<file path="src/hdl/gcm_pkg.sv">
// gcm_pkg: shared types and constants of the greedy change maker.
// Field widths, command and register codes, state encoding, RAM slot layout.
// No dependencies.
`default_nettype none

package gcm_pkg;

  // Field widths
  localparam int CMD_W        = 1;
  localparam int IDX_W        = 2;
  localparam int CNT_W        = 8;
  localparam int AMT_W        = 16;
  localparam int VAL_W        = 16;
  localparam int DNU_W        = 3;
  localparam int CFG_IDX_W    = 3;
  localparam int CFG_DATA_W   = 16;
  localparam int PROD_W       = VAL_W + CNT_W;
  localparam int NUM_VAL_REGS = 4;

  // Request commands
  typedef enum logic [CMD_W-1:0] {
    CMD_LOAD   = 1'b0,
    CMD_CHANGE = 1'b1
  } cmd_t;

  // Configuration register indexes
  typedef enum logic [CFG_IDX_W-1:0] {
    REG_DENOM_VALUE_0 = 3'd0,
    REG_DENOM_VALUE_1 = 3'd1,
    REG_DENOM_VALUE_2 = 3'd2,
    REG_DENOM_VALUE_3 = 3'd3,
    REG_DENOMS_IN_USE = 3'd4
  } cfg_reg_t;

  // Reset values of the configuration registers
  localparam logic [VAL_W-1:0] DENOM_RESET [NUM_VAL_REGS] = '{16'd1, 16'd2, 16'd5, 16'd10};
  localparam logic [DNU_W-1:0] DNU_RESET = 3'd4;

  // One RAM entry per denomination: coins handed out by the last request and stock
  typedef struct packed {
    logic [CNT_W-1:0] used;
    logic [CNT_W-1:0] stock;
  } slot_t;

  localparam int SLOT_W = 2 * CNT_W;

  // Divider request and response
  typedef struct packed {
    logic             start;
    logic [AMT_W-1:0] dividend;
    logic [VAL_W-1:0] divisor;
  } div_req_t;

  typedef struct packed {
    logic             done;
    logic [AMT_W-1:0] quotient;
  } div_rsp_t;

  // Sequencer states
  typedef enum logic [3:0] {
    ST_IDLE,
    ST_SUM_RD,
    ST_SUM_MUL,
    ST_SUM_ACC,
    ST_GRD_RD,
    ST_GRD_DIV,
    ST_GRD_WAIT,
    ST_GRD_MUL,
    ST_GRD_UPD,
    ST_EMIT_RD,
    ST_EMIT_OUT
  } gcm_state_t;

endpackage

`default_nettype wire

</file>
<file path="src/hdl/gcm_in_if.sv">
// gcm_in_if: request channel of the change maker (load or change request).
// Depends on gcm_pkg for field widths.
`default_nettype none

interface gcm_in_if;
  import gcm_pkg::*;

  logic             valid;
  logic             ready;
  logic [CMD_W-1:0] cmd;
  logic [IDX_W-1:0] denom_index;
  logic [CNT_W-1:0] stock_count;
  logic [AMT_W-1:0] amount;

  modport source (output valid, output cmd, output denom_index, output stock_count,
                  output amount, input ready);
  modport sink   (input valid, input cmd, input denom_index, input stock_count,
                  input amount, output ready);
endinterface

`default_nettype wire

</file>
<file path="src/hdl/gcm_out_if.sv">
// gcm_out_if: result channel of the change maker, one result per denomination.
// Depends on gcm_pkg for field widths.
`default_nettype none

interface gcm_out_if;
  import gcm_pkg::*;

  logic             valid;
  logic             ready;
  logic [IDX_W-1:0] result_index;
  logic [CNT_W-1:0] coins_used;
  logic             success;
  logic             last;

  modport source (output valid, output result_index, output coins_used, output success,
                  output last, input ready);
  modport sink   (input valid, input result_index, input coins_used, input success,
                  input last, output ready);
endinterface

`default_nettype wire

</file>
<file path="src/hdl/gcm_cfg_if.sv">
// gcm_cfg_if: configuration write channel (register index and write data).
// Depends on gcm_pkg for field widths.
`default_nettype none

interface gcm_cfg_if;
  import gcm_pkg::*;

  logic                  valid;
  logic                  ready;
  logic [CFG_IDX_W-1:0]  index;
  logic [CFG_DATA_W-1:0] data;

  modport source (output valid, output index, output data, input ready);
  modport sink   (input valid, input index, input data, output ready);
endinterface

`default_nettype wire

</file>
<file path="src/hdl/gcm_ram.sv">
// gcm_ram: generic single-write, single-read synchronous RAM, registered read.
// No dependencies.
`default_nettype none

module gcm_ram #(
  parameter int WIDTH = 16,
  parameter int DEPTH = 4,
  localparam int AW   = (DEPTH > 1) ? $clog2(DEPTH) : 1
) (
  input  logic             clk,
  input  logic             wr_en,
  input  logic [AW-1:0]    wr_addr,
  input  logic [WIDTH-1:0] wr_data,
  input  logic             rd_en,
  input  logic [AW-1:0]    rd_addr,
  output logic [WIDTH-1:0] rd_data
);

  logic [WIDTH-1:0] mem [DEPTH];
  logic [WIDTH-1:0] rd_data_r;

  // Write port and registered read port; read data holds when not reading
  always_ff @(posedge clk) begin
    if (wr_en) begin
      mem[wr_addr] <= wr_data;
    end
    if (rd_en) begin
      rd_data_r <= mem[rd_addr];
    end
  end

  assign rd_data = rd_data_r;

endmodule

`default_nettype wire

</file>
<file path="src/hdl/gcm_div.sv">
// gcm_div: restoring divider, one quotient bit per cycle.
// Depends on gcm_pkg for widths and the request/response structs.
`default_nettype none

module gcm_div (
  input  logic               clk,
  input  logic               rst_n,
  input  gcm_pkg::div_req_t  req,
  output gcm_pkg::div_rsp_t  rsp
);
  import gcm_pkg::*;

  localparam int STEP_W = $clog2(AMT_W + 1);

  logic              busy_r;
  logic              done_r;
  logic [STEP_W-1:0] cnt_r;
  logic [VAL_W-1:0]  rem_r;
  logic [VAL_W-1:0]  dvs_r;
  logic [AMT_W-1:0]  quo_r;

  logic [VAL_W:0]    shifted;
  logic [VAL_W+1:0]  diff;
  logic              neg;

  // Trial subtract of the divisor from the shifted partial remainder
  always_comb begin
    shifted = {rem_r, quo_r[AMT_W-1]};
    diff    = {1'b0, shifted} - {2'b00, dvs_r};
    neg     = diff[VAL_W+1];
  end

  // Control: count down the quotient bits, pulse done on the last one
  always_ff @(posedge clk) begin
    if (!rst_n) begin
      busy_r <= 1'b0;
      done_r <= 1'b0;
      cnt_r  <= '0;
    end else begin
      done_r <= 1'b0;
      if (req.start) begin
        busy_r <= 1'b1;
        cnt_r  <= STEP_W'(AMT_W);
      end else if (busy_r) begin
        cnt_r <= cnt_r - STEP_W'(1);
        if (cnt_r == STEP_W'(1)) begin
          busy_r <= 1'b0;
          done_r <= 1'b1;
        end
      end
    end
  end

  // Datapath: shift in one quotient bit per cycle
  always_ff @(posedge clk) begin
    if (req.start) begin
      quo_r <= req.dividend;
      rem_r <= '0;
      dvs_r <= req.divisor;
    end else if (busy_r) begin
      if (!neg) begin
        rem_r <= diff[VAL_W-1:0];
        quo_r <= {quo_r[AMT_W-2:0], 1'b1};
      end else begin
        rem_r <= shifted[VAL_W-1:0];
        quo_r <= {quo_r[AMT_W-2:0], 1'b0};
      end
    end
  end

  assign rsp.done     = done_r;
  assign rsp.quotient = quo_r;

endmodule

`default_nettype wire

</file>
<file path="src/hdl/greedy_change_maker.sv">
// greedy_change_maker: greedy change making from limited coin stock.
// Load request: stock written from the idle state, no result. Change request, per active
// denomination: stock summing (read, multiply, accumulate); if the stock covers the amount,
// greedy walk (read, divider start and wait, multiply, write-back); then results handed out
// (read, output). One request at a time; the next is taken while the last result waits.
// Synchronous active-low reset: stock reads as zero, registers take reset values.
`default_nettype none

module greedy_change_maker #(
  parameter int MAX_DENOMS = 4
) (
  input  logic      clk,
  input  logic      rst_n,
  gcm_in_if.sink    in_ch,
  gcm_out_if.source out_ch,
  gcm_cfg_if.sink   cfg_ch
);
  import gcm_pkg::*;

  localparam int KW    = (MAX_DENOMS > 1) ? $clog2(MAX_DENOMS) : 1;
  localparam int CW    = $clog2(MAX_DENOMS + 1);
  localparam int TOT_W = PROD_W + CW;

  // Configuration registers
  logic [VAL_W-1:0] val_r [NUM_VAL_REGS];
  logic [DNU_W-1:0] dnu_r;

  // Sequencer and datapath registers
  gcm_state_t       state_r, state_nxt;
  logic [KW-1:0]    k_r, k_nxt;
  logic [TOT_W-1:0] total_r, total_nxt;
  logic [PROD_W-1:0] prod_r, prod_nxt;
  logic [AMT_W-1:0] rem_r, rem_nxt;
  logic [AMT_W-1:0] amount_r, amount_nxt;
  logic [CNT_W-1:0] stock_r, stock_nxt;
  logic [CNT_W-1:0] take_r, take_nxt;
  logic             ok_r, ok_nxt;

  // Output register
  logic             out_valid_r;
  logic [IDX_W-1:0] out_idx_r;
  logic [CNT_W-1:0] out_used_r;
  logic             out_succ_r;
  logic             out_last_r;
  logic             out_load;

  // Stock RAM and its valid bits
  logic              ram_wr_en;
  logic [KW-1:0]     ram_wr_addr;
  slot_t             ram_wr_data;
  logic              ram_rd_en;
  logic [KW-1:0]     ram_rd_addr;
  logic [SLOT_W-1:0] ram_rd_data;
  logic [MAX_DENOMS-1:0] vld_r;
  logic              rd_vld_r;
  slot_t             rd_slot;

  // Divider
  div_req_t div_req;
  div_rsp_t div_rsp;

  // Derived values
  logic [CW-1:0]     n_act;
  logic [KW-1:0]     last_k;
  logic [3:0]        kx;
  logic [3:0]        ld_idx;
  logic              ld_ok;
  logic [VAL_W-1:0]  cur_val;
  logic [TOT_W-1:0]  sum_acc;
  logic [AMT_W-1:0]  rem_after;
  logic              in_acc;

  assign cfg_ch.ready = 1'b1;
  assign in_ch.ready  = (state_r == ST_IDLE);
  assign in_acc       = in_ch.valid && in_ch.ready;

  // Write configuration registers; drop writes to absent denominations
  always_ff @(posedge clk) begin
    if (!rst_n) begin
      for (int i = 0; i < NUM_VAL_REGS; i++) begin
        val_r[i] <= DENOM_RESET[i];
      end
      dnu_r <= DNU_RESET;
    end else if (cfg_ch.valid) begin
      case (cfg_ch.index)
        REG_DENOM_VALUE_0, REG_DENOM_VALUE_1, REG_DENOM_VALUE_2, REG_DENOM_VALUE_3: begin
          if (32'(cfg_ch.index) < MAX_DENOMS) begin
            val_r[cfg_ch.index[1:0]] <= cfg_ch.data;
          end
        end
        REG_DENOMS_IN_USE: begin
          dnu_r <= cfg_ch.data[DNU_W-1:0];
        end
        default: begin
        end
      endcase
    end
  end

  // Clamp the active count to 1..MAX_DENOMS
  always_comb begin
    if (dnu_r == '0) begin
      n_act = CW'(1);
    end else if (32'(dnu_r) > MAX_DENOMS) begin
      n_act = CW'(MAX_DENOMS);
    end else begin
      n_act = CW'(dnu_r);
    end
    last_k = KW'(n_act - CW'(1));
  end

  // Value of the current denomination; those without a register are zero
  always_comb begin
    kx      = 4'(k_r);
    cur_val = (kx < 4'(NUM_VAL_REGS)) ? val_r[kx[1:0]] : '0;
    ld_idx  = 4'(in_ch.denom_index);
    ld_ok   = (32'(in_ch.denom_index) < MAX_DENOMS);
  end

  // Entries never written read as zero stock
  assign rd_slot   = rd_vld_r ? slot_t'(ram_rd_data) : '0;
  assign sum_acc   = total_r + TOT_W'(prod_r);
  assign rem_after = rem_r - prod_r[AMT_W-1:0];

  // Sequencer: next state, RAM and divider control
  always_comb begin
    state_nxt    = state_r;
    k_nxt        = k_r;
    total_nxt    = total_r;
    prod_nxt     = prod_r;
    rem_nxt      = rem_r;
    amount_nxt   = amount_r;
    stock_nxt    = stock_r;
    take_nxt     = take_r;
    ok_nxt       = ok_r;
    ram_rd_en    = 1'b0;
    ram_rd_addr  = k_r;
    ram_wr_en    = 1'b0;
    ram_wr_addr  = k_r;
    ram_wr_data  = '0;
    div_req.start    = 1'b0;
    div_req.dividend = rem_r;
    div_req.divisor  = cur_val;
    out_load     = 1'b0;

    case (state_r)
      ST_IDLE: begin
        if (in_acc) begin
          if (in_ch.cmd == CMD_LOAD) begin
            ram_wr_en         = ld_ok;
            ram_wr_addr       = ld_idx[KW-1:0];
            ram_wr_data.used  = '0;
            ram_wr_data.stock = in_ch.stock_count;
          end else begin
            amount_nxt = in_ch.amount;
            k_nxt      = '0;
            total_nxt  = '0;
            state_nxt  = ST_SUM_RD;
          end
        end
      end

      // Sum the stock value, clearing the used counts on the way
      ST_SUM_RD: begin
        ram_rd_en = 1'b1;
        state_nxt = ST_SUM_MUL;
      end

      ST_SUM_MUL: begin
        prod_nxt          = {8'b0, cur_val} * {16'b0, rd_slot.stock};
        ram_wr_en         = 1'b1;
        ram_wr_data.used  = '0;
        ram_wr_data.stock = rd_slot.stock;
        state_nxt         = ST_SUM_ACC;
      end

      ST_SUM_ACC: begin
        total_nxt = sum_acc;
        if (k_r == last_k) begin
          if (sum_acc < TOT_W'(amount_r)) begin
            ok_nxt    = 1'b0;
            k_nxt     = '0;
            state_nxt = ST_EMIT_RD;
          end else begin
            rem_nxt   = amount_r;
            k_nxt     = last_k;
            state_nxt = ST_GRD_RD;
          end
        end else begin
          k_nxt     = k_r + KW'(1);
          state_nxt = ST_SUM_RD;
        end
      end

      // Greedy walk from the highest active denomination index down
      ST_GRD_RD: begin
        ram_rd_en = 1'b1;
        state_nxt = ST_GRD_DIV;
      end

      ST_GRD_DIV: begin
        stock_nxt = rd_slot.stock;
        if (cur_val == '0) begin
          take_nxt  = '0;
          prod_nxt  = '0;
          state_nxt = ST_GRD_UPD;
        end else begin
          div_req.start = 1'b1;
          state_nxt     = ST_GRD_WAIT;
        end
      end

      ST_GRD_WAIT: begin
        if (div_rsp.done) begin
          if (div_rsp.quotient > AMT_W'(stock_r)) begin
            take_nxt = stock_r;
          end else begin
            take_nxt = div_rsp.quotient[CNT_W-1:0];
          end
          state_nxt = ST_GRD_MUL;
        end
      end

      ST_GRD_MUL: begin
        prod_nxt  = {16'b0, take_r} * {8'b0, cur_val};
        state_nxt = ST_GRD_UPD;
      end

      ST_GRD_UPD: begin
        rem_nxt           = rem_after;
        ram_wr_en         = 1'b1;
        ram_wr_data.used  = take_r;
        ram_wr_data.stock = stock_r - take_r;
        if (k_r == '0) begin
          ok_nxt    = (rem_after == '0);
          state_nxt = ST_EMIT_RD;
        end else begin
          k_nxt     = k_r - KW'(1);
          state_nxt = ST_GRD_RD;
        end
      end

      // Hand out one result per active denomination, index 0 upward
      ST_EMIT_RD: begin
        ram_rd_en = 1'b1;
        state_nxt = ST_EMIT_OUT;
      end

      ST_EMIT_OUT: begin
        if (!out_valid_r || out_ch.ready) begin
          out_load = 1'b1;
          if (k_r == last_k) begin
            state_nxt = ST_IDLE;
          end else begin
            k_nxt     = k_r + KW'(1);
            state_nxt = ST_EMIT_RD;
          end
        end
      end

      default: begin
        state_nxt = ST_IDLE;
      end
    endcase
  end

  // Control registers
  always_ff @(posedge clk) begin
    if (!rst_n) begin
      state_r     <= ST_IDLE;
      out_valid_r <= 1'b0;
      vld_r       <= '0;
      rd_vld_r    <= 1'b0;
    end else begin
      state_r <= state_nxt;
      if (out_load) begin
        out_valid_r <= 1'b1;
      end else if (out_ch.ready) begin
        out_valid_r <= 1'b0;
      end
      if (ram_wr_en) begin
        vld_r[ram_wr_addr] <= 1'b1;
      end
      if (ram_rd_en) begin
        rd_vld_r <= vld_r[ram_rd_addr];
      end
    end
  end

  // Datapath and output payload registers
  always_ff @(posedge clk) begin
    k_r      <= k_nxt;
    total_r  <= total_nxt;
    prod_r   <= prod_nxt;
    rem_r    <= rem_nxt;
    amount_r <= amount_nxt;
    stock_r  <= stock_nxt;
    take_r   <= take_nxt;
    ok_r     <= ok_nxt;
    if (out_load) begin
      out_idx_r  <= kx[IDX_W-1:0];
      out_used_r <= rd_slot.used;
      out_succ_r <= ok_r;
      out_last_r <= (k_r == last_k);
    end
  end

  assign out_ch.valid        = out_valid_r;
  assign out_ch.result_index = out_idx_r;
  assign out_ch.coins_used   = out_used_r;
  assign out_ch.success      = out_succ_r;
  assign out_ch.last         = out_last_r;

  // Stock and used counts, one entry per denomination
  gcm_ram #(
    .WIDTH (SLOT_W),
    .DEPTH (MAX_DENOMS)
  ) u_stock_ram (
    .clk     (clk),
    .wr_en   (ram_wr_en),
    .wr_addr (ram_wr_addr),
    .wr_data (ram_wr_data),
    .rd_en   (ram_rd_en),
    .rd_addr (ram_rd_addr),
    .rd_data (ram_rd_data)
  );

  // Coins per denomination: remaining amount over coin value
  gcm_div u_div (
    .clk   (clk),
    .rst_n (rst_n),
    .req   (div_req),
    .rsp   (div_rsp)
  );

endmodule

`default_nettype wire

</file>
<file path="src/flat_wrapper.sv">
// flat-port wrapper written by rule: the top's interface ports become plain ports
module greedy_change_maker_flat import gcm_pkg::*;
#(
  parameter int MAX_DENOMS = 4
)
  (clk, rst_n, in_ch_valid, in_ch_cmd, in_ch_denom_index, in_ch_stock_count, in_ch_amount, in_ch_ready, out_ch_valid, out_ch_result_index, out_ch_coins_used, out_ch_success, out_ch_last, out_ch_ready, cfg_ch_valid, cfg_ch_index, cfg_ch_data, cfg_ch_ready);
  gcm_in_if in_ch_i ();
  gcm_out_if out_ch_i ();
  gcm_cfg_if cfg_ch_i ();
  input  logic clk;
  input  logic rst_n;
  input wire logic [$bits(in_ch_i.valid)-1:0] in_ch_valid;
  input wire logic [$bits(in_ch_i.cmd)-1:0] in_ch_cmd;
  input wire logic [$bits(in_ch_i.denom_index)-1:0] in_ch_denom_index;
  input wire logic [$bits(in_ch_i.stock_count)-1:0] in_ch_stock_count;
  input wire logic [$bits(in_ch_i.amount)-1:0] in_ch_amount;
  output wire logic [$bits(in_ch_i.ready)-1:0] in_ch_ready;
  output wire logic [$bits(out_ch_i.valid)-1:0] out_ch_valid;
  output wire logic [$bits(out_ch_i.result_index)-1:0] out_ch_result_index;
  output wire logic [$bits(out_ch_i.coins_used)-1:0] out_ch_coins_used;
  output wire logic [$bits(out_ch_i.success)-1:0] out_ch_success;
  output wire logic [$bits(out_ch_i.last)-1:0] out_ch_last;
  input wire logic [$bits(out_ch_i.ready)-1:0] out_ch_ready;
  input wire logic [$bits(cfg_ch_i.valid)-1:0] cfg_ch_valid;
  input wire logic [$bits(cfg_ch_i.index)-1:0] cfg_ch_index;
  input wire logic [$bits(cfg_ch_i.data)-1:0] cfg_ch_data;
  output wire logic [$bits(cfg_ch_i.ready)-1:0] cfg_ch_ready;
  assign in_ch_i.valid = in_ch_valid;
  assign in_ch_i.cmd = in_ch_cmd;
  assign in_ch_i.denom_index = in_ch_denom_index;
  assign in_ch_i.stock_count = in_ch_stock_count;
  assign in_ch_i.amount = in_ch_amount;
  assign in_ch_ready = in_ch_i.ready;
  assign out_ch_valid = out_ch_i.valid;
  assign out_ch_result_index = out_ch_i.result_index;
  assign out_ch_coins_used = out_ch_i.coins_used;
  assign out_ch_success = out_ch_i.success;
  assign out_ch_last = out_ch_i.last;
  assign out_ch_i.ready = out_ch_ready;
  assign cfg_ch_i.valid = cfg_ch_valid;
  assign cfg_ch_i.index = cfg_ch_index;
  assign cfg_ch_i.data = cfg_ch_data;
  assign cfg_ch_ready = cfg_ch_i.ready;
  greedy_change_maker #(.MAX_DENOMS(MAX_DENOMS)) u_core (.clk(clk), .rst_n(rst_n), .in_ch(in_ch_i), .out_ch(out_ch_i), .cfg_ch(cfg_ch_i));
endmodule
</file>
<file path="config.mk">
export PLATFORM = sky130hd
export DESIGN_NAME = greedy_change_maker_flat
export DESIGN_NICKNAME = d
export VERILOG_FILES = /design/src/hdl/gcm_pkg.sv /design/src/hdl/gcm_in_if.sv /design/src/hdl/gcm_out_if.sv /design/src/hdl/gcm_cfg_if.sv /design/src/hdl/gcm_ram.sv /design/src/hdl/gcm_div.sv /design/src/hdl/greedy_change_maker.sv /design/src/flat_wrapper.sv
export SDC_FILE = /design/constraint.sdc
export NUM_CORES = 1
export LEC_CHECK = 0
export ABC_AREA = 0
export BUFFER_PORTS_ARGS = -buffer_cell sky130_fd_sc_hd__buf_4
export CAP_MARGIN = 15
export CORE_AREA = 8 8 245 247
export DETAILED_ROUTE_END_ITERATION = 16
export DIE_AREA = 0 0 253 255
export GPL_ROUTABILITY_DRIVEN = 1
export PLACE_DENSITY = 0.66
export SETUP_SLACK_MARGIN = 0.15
export SYNTH_ARGS = -nofsm -noshare
export SYNTH_HDL_FRONTEND = slang
export SYNTH_SLANG_ARGS = --single-unit
</file>
<file path="constraint.sdc">
create_clock -name clk -period 8.43 [get_ports clk]
set_clock_uncertainty 0.2 [all_clocks]
set_input_delay 0.843 -clock clk [delete_from_list [all_inputs] [get_ports clk]]
set_output_delay 0.843 -clock clk [all_outputs]
set_load 0.03 [all_outputs]
</file>
==> reports/qor.txt <==
status -> finished clean
GRT overflow -> 0
setup repair bufs after CTS -> 0
CTS Hold Bufs -> 0
IO Pins -> 66
setup TNS -> 0 ns
vias in the first global route -> 18,800
top cells by area, synth -> edfxtp_1, fa_1, ha_1
DRC -> 0
Worst-Skew Late Latency -> 0.57 ns
worst-path fanout max -> 18
TritonCTS Buffers -> 38
peak supply drop -> 0.196 mV
crit end category -> flip-flop
final-report setup violation count -> 0
reg-to-reg setup timing slack -> 1.36 ns
# diodes -> 0
Hold Fails Final Rpt -> 0
non-filler cells, final -> 3,242
type of origin of the critical path -> flip-flop
Antenna Violating Nets Remaining -> 0
H-tree levels -> 2
drt initial violations -> 1,559
CTS Buffer Depth -> 3
post-layout util -> 49.1%
post-synthesis register bit count -> 328
via-per-instance ratio -> 5.55
normalized max-slew margin -> 24.9%
port buffer count -> 64
GRT Util Overall -> 19.7%
Fin Hold WS -> 0.225 ns
Vias -> 18,000
CTS resizes -> 0
share of layout cells above drive strength 1 -> 8.45%
Tot Pwr -> 7670 uW
DP HPWL -> 47,200 um
clock transition at the registers of the reported paths -> 0.06 ns
core area -> 56,000 um2
kind of critical path -> flip-flop to flip-flop
minimum clock period -> 7.07 ns
cells on worst reg2reg path -> 18
Final period util -> 83.8%
worst path arrival time -> 7.14 ns
Die ar. -> 64,500 um2
most frequent cells after synthesis -> inv_1, edfxtp_1, nand2_1
PwrDens -> 279 nW/um2
placed cells -> 3,172
reg2reg end -> u_core.prod_r[23]$_DFFE_PP_
FFs w/ async S/R, synth -> 0%
Routability Congestion -> 0.894
row count -> 87
WL/cell -> 19.5 um
Synth Net Count -> 2,825
starting density of the core -> 44.6%
register area share after synthesis -> 37.9%
Synth area leader -> edfxtp_1
Hold/Removal Path Class -> flip-flop to flip-flop
Total Wirelength -> 63,300 um
largest net degree at the start of global routing -> 46
Die W -> 253 um
dominant synthesized flop cell -> edfxtp_1
Syn. warnings -> 0
Slew @ Worst Pin -> 1.12 ns
CTS Sinks -> 328
fmax -> 0.142 GHz
Syn Area/Cell -> 10.3 um2
final slew viol count -> 0
drt first pass iters -> 8
max_cap viols -> 0
hold-critical path depth -> 0
Chip Height -> 255 um
first-pass GRT wire length -> 101,000 um
most common cell in the netlist -> inv_1
Post-Synthesis Cell Area -> 25,000 um2
Post-synth EDFFs -> 290
RSZ-0062 raised after global routing -> no
HP Start -> u_core.ok_r$_SDFFCE_PN0P_
top-area cell type share of the netlist area -> 34.9%
CTS tree -> yes
area grow syn2layout -> 10.0%
final net count -> 2,856
Hold EP -> u_core.out_ch.success$_DFFE_PP_
Clock Tree Root -> clkbuf_16
initial antenna violation count -> 1
Static Leak -> 0.0119 uW
Synth cell types -> 82
Gate Count Post-Synth -> 2,426
CP Data Required Time -> 8.50 ns
## registers in the layout (all words and copies together), names as in the netlist, 24 cells and up, named ones only
signal                  count
u_core.val_r               64
u_core.prod_r              24
u_core.u_stock_ram.mem     64
u_core.total_r             27
## metrics by stage
step                      cell area [um2]  setup WS (ns)
final                               27500           1.36
after detailed placement            26200           1.44
after floorplan                     25000           2.06
after global placement              26100           1.52
after CTS                           27500           1.37
after global routing                27500          0.992
## layout by cell type, fill, tap and decap left out, drive strengths merged, types with 14 or more instances in the layout
cell    netlist  layout
a31oi        20      20
nand2b       29      29
buf          18      79
o21ai        93      93
nand2       230     230
mux2i        24      24
and3         22      22
inv         327     334
mux4         31      31
fa          172     172
clkbuf       71      45
nand3        29      29
and2        212     212
nor3         24      24
dfxtp        38      38
edfxtp      290     290
o21a         27      27
o22ai        18      18
xor2         36      36
ha          176     176
o211ai       17      17
xnor2        48      48
a211oi       21      21
nor2        174     174
a21oi        92      92
nand4        14      14
a21o         20      20
nor2b        17      17
## worst max-delay path: stages (launching register included)
cell and delay, ns:
dfxtp_1 0.94, mux4_2 0.63, and2_1 0.25, fa_1 0.52, fa_1 0.53, fa_1 0.55, inv_1 0.06, fa_1 0.53
inv_1 0.04, ha_1 0.37, a211oi_1 0.27, o21bai_1 0.13, a21o_1 0.24, a2111oi_2 0.42, a2111oi_0 0.21, a2111oi_2 0.46
a21oi_1 0.15, xnor2_1 0.17, o22ai_1 0.09
## cell families (layout without fill, tap and decap cells)
group	Yosys count	in the layout	share of synthesized area [%]
compound gates	381	381	9.90
other cells	1	1	0.0150
flops	328	328	37.9
buf+inv	416	476	6.40
mux	58	58	3.90
xor+xnor	84	84	2.95
fa+ha+maj	348	348	22.6
simple gates	810	810	16.3
## metal layers
| layer | track usage, % | share of wire (%) |
|---|---|---|
| met2 | 34.1 | 49 |
| met3 | 2.93 | 6.1 |
| met4 | 6.57 | 2.9 |
| met1 | 25.3 | 42 |
| met5 | 0 | 0.022 |
## report_power, final
group          internal, uW  switching (uW)  total, uW
logic                  1470            2340       3800
registers              2000             130       2130
clock network          1000             724       1730
total                  4480            3190       7670
## cell type report
type | count | area (um2)
fillers | 5055 | 28500
multi-input cells | 1682 | 13900
flip-flops and latches | 328 | 9470
inverters | 327 | 1230
clock buffers | 44 | 1010
well taps | 756 | 946
repair buffers | 80 | 602
clock inverters | 25 | 285
## how the worst max path moves through the flow
stage,startpoint,to,slack (ns),cells past startpoint
after floorplan,flip-flop,u_core.prod_r[23]$_DFFE_PP_,2.06,21
after CTS,flip-flop,u_core.prod_r[23]$_DFFE_PP_,1.37,18
after global placement,flip-flop,u_core.prod_r[23]$_DFFE_PP_,1.52,18
final,flip-flop,u_core.prod_r[23]$_DFFE_PP_,1.36,18
after global routing,flip-flop,u_core.prod_r[23]$_DFFE_PP_,0.99,18
after detailed placement,flip-flop,u_core.prod_r[23]$_DFFE_PP_,1.44,18
(Power assumes the default switching activity.)
